`src/rtl/nmpct_pkg.sv`:
```
`default_nettype none

package nmpct_pkg;

  localparam int unsigned PACKET_NIBBLES_DEF = 9;
  localparam int unsigned FIFO_DEPTH_DEF     = 2;

  localparam int unsigned NIB_W   = 4;
  localparam int unsigned MAG_W   = 8;
  localparam int unsigned POS_W   = 9;
  localparam int unsigned DELTA_W = 9;
  localparam int unsigned SUM_W   = 32;
  localparam int unsigned CNT_W   = 32;
  localparam int unsigned CFG_IDX_W  = 3;
  localparam int unsigned CFG_DATA_W = 9;

  localparam logic [NIB_W-1:0] SIG_NIB0 = 4'hB;
  localparam logic [NIB_W-1:0] SIG_NIB1 = 4'hF;
  localparam logic [NIB_W-1:0] SIG_NIB2 = 4'hF;

  localparam logic [MAG_W-1:0] MAX_DELTA_RST = 8'd30;
  localparam logic [POS_W-1:0] X_MIN_RST     = 9'd0;
  localparam logic [POS_W-1:0] X_MAX_RST     = 9'd311;
  localparam logic [POS_W-1:0] Y_MIN_RST     = 9'd112;
  localparam logic [POS_W-1:0] Y_MAX_RST     = 9'd215;
  localparam logic [POS_W-1:0] POS_X_RST     = 9'd160;
  localparam logic [POS_W-1:0] POS_Y_RST     = 9'd168;

  typedef enum logic [CFG_IDX_W-1:0] {
    CFG_MAX_DELTA = 3'd0,
    CFG_X_MIN     = 3'd1,
    CFG_X_MAX     = 3'd2,
    CFG_Y_MIN     = 3'd3,
    CFG_Y_MAX     = 3'd4
  } cfg_idx_e;

  typedef struct packed {
    logic             ok;
    logic             sign_x;
    logic             sign_y;
    logic [NIB_W-1:0] buttons;
    logic [MAG_W-1:0] mag_x;
    logic [MAG_W-1:0] mag_y;
  } pkt_t;

endpackage

`default_nettype wire

```
`src/rtl/nmpct_fifo.sv`:
```
`default_nettype none

module nmpct_fifo import nmpct_pkg::*; #(
  parameter int unsigned DEPTH = FIFO_DEPTH_DEF
) (
  input  wire logic clk_i,
  input  wire logic rst_ni,
  input  wire logic wr_valid_i,
  output logic      wr_ready_o,
  input  wire pkt_t wr_data_i,
  output logic      rd_valid_o,
  input  wire logic rd_ready_i,
  output pkt_t      rd_data_o
);

  localparam int unsigned PTR_W = (DEPTH > 1) ? $clog2(DEPTH) : 1;
  localparam int unsigned CNT_FW = $clog2(DEPTH + 1);

  pkt_t              mem_q [DEPTH];
  logic [PTR_W-1:0]  wr_ptr_q, wr_ptr_d;
  logic [PTR_W-1:0]  rd_ptr_q, rd_ptr_d;
  logic [CNT_FW-1:0] count_q, count_d;
  logic              push, pop;

  assign wr_ready_o = (count_q != CNT_FW'(DEPTH));
  assign rd_valid_o = (count_q != '0);
  assign rd_data_o  = mem_q[rd_ptr_q];
  assign push       = wr_valid_i && wr_ready_o;
  assign pop        = rd_valid_o && rd_ready_i;

  always_comb begin
    wr_ptr_d = wr_ptr_q;
    rd_ptr_d = rd_ptr_q;
    count_d  = count_q;
    if (push) begin
      wr_ptr_d = (wr_ptr_q == PTR_W'(DEPTH - 1)) ? '0 : wr_ptr_q + 1'b1;
    end
    if (pop) begin
      rd_ptr_d = (rd_ptr_q == PTR_W'(DEPTH - 1)) ? '0 : rd_ptr_q + 1'b1;
    end
    if (push && !pop) begin
      count_d = count_q + 1'b1;
    end else if (pop && !push) begin
      count_d = count_q - 1'b1;
    end
  end

  always_ff @(posedge clk_i or negedge rst_ni) begin
    if (!rst_ni) begin
      wr_ptr_q <= '0;
      rd_ptr_q <= '0;
      count_q  <= '0;
    end else begin
      wr_ptr_q <= wr_ptr_d;
      rd_ptr_q <= rd_ptr_d;
      count_q  <= count_d;
    end
  end

  always_ff @(posedge clk_i) begin
    if (push) begin
      mem_q[wr_ptr_q] <= wr_data_i;
    end
  end

endmodule

`default_nettype wire

```
`config.mk`:
```
export PLATFORM = sky130hd
export DESIGN_NAME = nmpct_fifo
export DESIGN_NICKNAME = d
export VERILOG_FILES = /design/src/rtl/nmpct_pkg.sv /design/src/rtl/nmpct_fifo.sv
export SDC_FILE = /design/constraint.sdc
export NUM_CORES = 1
export LEC_CHECK = 0
export BUFFER_PORTS_ARGS = -buffer_cell sky130_fd_sc_hd__buf_2
export CORE_MARGIN = 2
export CORE_UTILIZATION = 25
export DETAILED_ROUTE_END_ITERATION = 7
export GPL_TIMING_DRIVEN = 0
export PLACE_DENSITY = 0.52
export RECOVER_POWER = 100
export SYNTH_ARGS = -nofsm -noshare
export SYNTH_HDL_FRONTEND = slang
export SYNTH_SLANG_ARGS = --single-unit
export TNS_END_PERCENT = 30
```
`constraint.sdc`:
```
create_clock -name clk_i -period 2.4 [get_ports clk_i]
set_input_delay 0.48 -clock clk_i [delete_from_list [all_inputs] [get_ports clk_i]]
set_output_delay 0.48 -clock clk_i [all_outputs]
set_load 0.005 [all_outputs]
```
# --- Yosys cells after proc, flatten, opt, wreduce, memory -nomap -nowiden ---
# Memory sizes are Yosys's and may differ from the RTL's.
# Cells that the tools add are included.
totals:
  reg_bits: 4
  ram_bits: 46
  memories: 1
memory_table:
  columns: ["name", "depth", "width", "rd", "rd_clocked_by_memory_dff", "wr", "line_no", "text"]
  rows:
  - ["mem_q", 2, 23, 1, 0, 1, "nmpct_fifo.sv:19", "pkt_t mem_q [DEPTH];"]
op_classes:
  addsub: 4
  eq_ne: 1
  muxes: 6
  reduce_logical: 8
ops:
  columns: ["operator", "n"]
  rows:
  - ["$logic_and A1 B1 Y1", 4]
  - ["$mux W1", 4]
  - ["$mux W2", 2]
  - ["$reduce_bool A2 Y1", 2]
  - ["$add A1 B1 Y1 const B", 2]
  - ["$add A2 B1 Y2 const B", 1]
  - ["$logic_not A1 Y1", 2]
  - ["$ne A2 B2 Y1 const B", 1]
  - ["$sub A2 B1 Y2 const B", 1]

# --- Depth between registers and ports, before layout ---
depth:
  depth_word: 6
  mapped_depth: 7
  mapped_depth_nobuf: 7

# --- Least setup slack after synthesis ---
# OpenSTA, ideal clock, no wires.
synth_path:
  kind: "flip-flop to flip-flop"
  start: "register count_q[0]"
  end: "memory mem_q[0][0] in the netlist's numbering, enable pin"
  setup_time_ns: 0.403
  t_arrival_ns: 1.633
  t_required_ns: 1.997
  slack_ns: 0.365
  path_stages_with_launch: 4
  path_buffers: 0
  cell_sequence: "dfrtp_1 > nand2b_1 > nand2_1 > nor2_1"
synth_between:
  elab_chain_len: 4
synth_rtl:
  columns: ["element", "line_no", "text"]
  rows:
  - ["start, declared", "nmpct_fifo.sv:22", "logic [CNT_FW-1:0] count_q, count_d;"]
  - ["start signal, assigned", "nmpct_fifo.sv:56", "count_q <= count_d;"]
  - ["$ne A2 B2 Y1", "nmpct_fifo.sv:25", "assign wr_ready_o = (count_q != CNT_FW'(DEPTH));"]
  - ["named net wr_ready_o", "nmpct_fifo.sv:9", "output logic wr_ready_o,"]
  - ["$logic_and A1 B1 Y1", "nmpct_fifo.sv:28", "assign push = wr_valid_i && wr_ready_o;"]
  - ["$mux W1", "nmpct_fifo.sv:61", "if (push) begin"]
  - ["$mux W1 (not written as such)", "nmpct_fifo.sv:62", "mem_q[wr_ptr_q] <= wr_data_i;"]
  - ["end, declared", "nmpct_fifo.sv:19", null]
# The timed path passes the listed nets, and every way through them passes these cells.

==> impl_metrics.ini <==
[cts]
clock_latency_ns = 0.29
post-cts-setup-buffers = 0
cts-root-buf = clkbuf_8
cts_buffer_depth = 2
htree_levels = 2
numCtsBuffers = 5
clk_pin_slew_ns = 0.09
cts_tree = done
ctsResizeCount = 0
cts.sinks = 50

[setup_path]
r2r_slack_ns = 0.38
required_ns = 1.92
worstSetupPathType = reg -> out
critPathCaptureType = output port
crit_arrival_ns = 1.56
reg2reg_depth = 4
critPathLaunchType = flop
critPathMaxFanout = 10

[floorplan]
rows = 32
start_util = 0.256
die-height_um = 92.5
die_x_um = 92.5
dieArea_mm2 = 0.00856
core_area_mm2 = 0.00765
pin_count = 52

[pwr]
power.total_mw = 2.62
power_frac_seq = 0.484
irDropWorstVdd_mv = 0.265
p_switching_mw = 0.727
power_per_cell_area_mw_per_mm2 = 1110
total_leakage_power_nw = 0.863
combPwrFrac = 0.298
netSwitchingFraction = 0.278
internal-power_mw = 1.89
pwr-share-clk = 0.218

[drt]
viasPerCell = 3.84
avgRoutedWirePerCell_um = 12.9
first_pass_iters = 4
route.detailed.drc = 0
first_iter_violations = 28
wirelength_um = 3270
vias = 972
drtAntennaViolNets = 0

[yosys]
avgSynthCellArea_um2 = 21.8
synth.mux.area_fraction = 0.169
syn_area_mm2 = 0.00196
synth_xor_area_frac = 0.0223
syn-num-nets = 118
synthDistinctLibCells = 16
synth_compound_area_frac = 0
synth-simple-area-share = 0.0185
synth_seq_cells = 50
synthAdderAreaFrac = 0.00639
synthCells = 90
synth-seq-area-share = 0.756
synth_top_family_by_area = multiplexers
ys.warnings.count = 0

[layout]
fillers = 784
final_cells = 253
postLayoutCellArea_mm2 = 0.00236
area_delta_synth_final_pct = 20.3
diodes = 0
nNetsFinal = 178
mostFrequentLayoutCell = edfxtp_1
layout_common_cells = 46 x edfxtp_1, 37 x buf_2, 17 x mux2_1
final_layout_size_suffix_gt1_frac = 0.371

[hold_path]
hold_path_class = in -> reg
worstHoldPathCells = 1

[timing]
setup_violations = 0
rsz0062_at_grt = no
skew_ns = 0.00283
period_share = 0.852
max_freq_mhz = 489
holdWs_ns = 0.370
slew_viol_final = 0
setup_ws_ns = 0.356
finalHoldViolations = 0
slew_headroom = 0.242
tightestPinTransition_ns = 1.14
finalCriticalPeriod_ns = 2.04

[placement]
placed_cells = 244
io_buffer_count = 51
dpl_cell_area_mm2 = 0.00236
dp_hpwl_um = 2360
pre_cts_ws_ns = 0.430
gp_congestion = 0.675

[job]
maxCapViolations = 0

[global_routing]
antenna_found_initial = 0
track_usage = 0.0796
grt_max_degree = 24
gr-total-overflow = 0
grt_pass1_wl_um = 5020
grt_pass1_vias = 1026

[status]
status = complete, no violations
[worst paths after layout]
path                                from           end
setup / recovery                rd_ptr_q  rd_data_o[6]
hold reg to reg                 wr_ptr_q      wr_ptr_q
setup reg to reg              count_q[0]   mem_q[0][6]
max in group asynchronous         rst_ni      rd_ptr_q
min in group asynchronous         rst_ni      wr_ptr_q
hold / removal             wr_data_i[22]  mem_q[0][22]
[state kept, by name, indices dropped and copies added, names as in the netlist]
name and flops:
count_q 2, mem_q 46, rd_ptr_q 1, wr_ptr_q 1
[cell usage after synthesis]
master     n  area, um2
nand2_1    1       3.75
nor2_1     2       7.51
dfrtp_1    4        100
nand2b_1   1       6.26
and3_1     1       6.26
mux2_4    19        285
edfxtp_1  46       1380
or2_1      1       6.26
xnor2_1    3       26.3
buf_6      1       11.3
buf_12     2       40.0
xor2_1     2       17.5
inv_1      1       3.75
mux2_2     4       45.0
ha_1       1       12.5
nand2_2    1       6.26
[metal layers]
metal | up-vias | GRT usage | routed length [um]
met2 | 32 | 0.139 | 1700
met5 | - | 0 | 0
li1 | 459 | - | -
met3 | 6 | 0.0317 | 191
met4 | 0 | 0.0336 | 54
met1 | 475 | 0.0853 | 1320
[cell type report]
class	count	area, um2	area share
flip-flops and latches	50	1480	0.628
multi-input cells	36	359	0.152
repair buffers	53	254	0.108
well taps	102	128	0.0541
clock buffers	6	72.6	0.0308
clock inverters	2	37.5	0.0159
plain buffers	3	21.3	0.00902
inverters	1	3.75	0.00159
[critical path: stages, from the launching register on]
cell and delay (ns):
dfrtp_1 0.35, buf_6 0.12, clkbuf_2 0.30, mux2_1 0.36
buf_2 0.14
[power groups by stage]
stage / clock [mW] / combinational, mW / sequential [mW]
final: 0.572 / 0.780 / 1.27
after global routing: 0.632 / 0.863 / 1.29
after CTS: 0.593 / 1.03 / 1.28
after detailed placement: 0 / 1.02 / 1.30
after global placement: 0 / 0.975 / 1.28
after floorplan: 0 / 0.689 / 1.27
[timing repair]
action / CTS / global route
hold buffers: 1 / 0
endpoints found under the hold margin: 4 / 0
setup endpoints to repair: 0 / 0
[metrics by stage]
| stage | utilization | TNS [ns] |
|---|---|---|
| after CTS | 0.324 | 0 |
| after global placement | 0.306 | -4.49 |
| after detailed placement | 0.309 | 0 |
| after global routing | 0.308 | 0 |
| after floorplan | - | 0 |
| final | 0.308 | 0 |
[cells by family after synthesis]
| logic type | count (synthesis) |
|---|---|
| xor gates and xnor gates | 5 |
| adders and majority gates | 1 |
| and+or+nand+nor | 7 |
| DFF | 50 |
| buffers and inverters | 4 |
| muxes | 23 |
(Power assumes the default switching activity.)
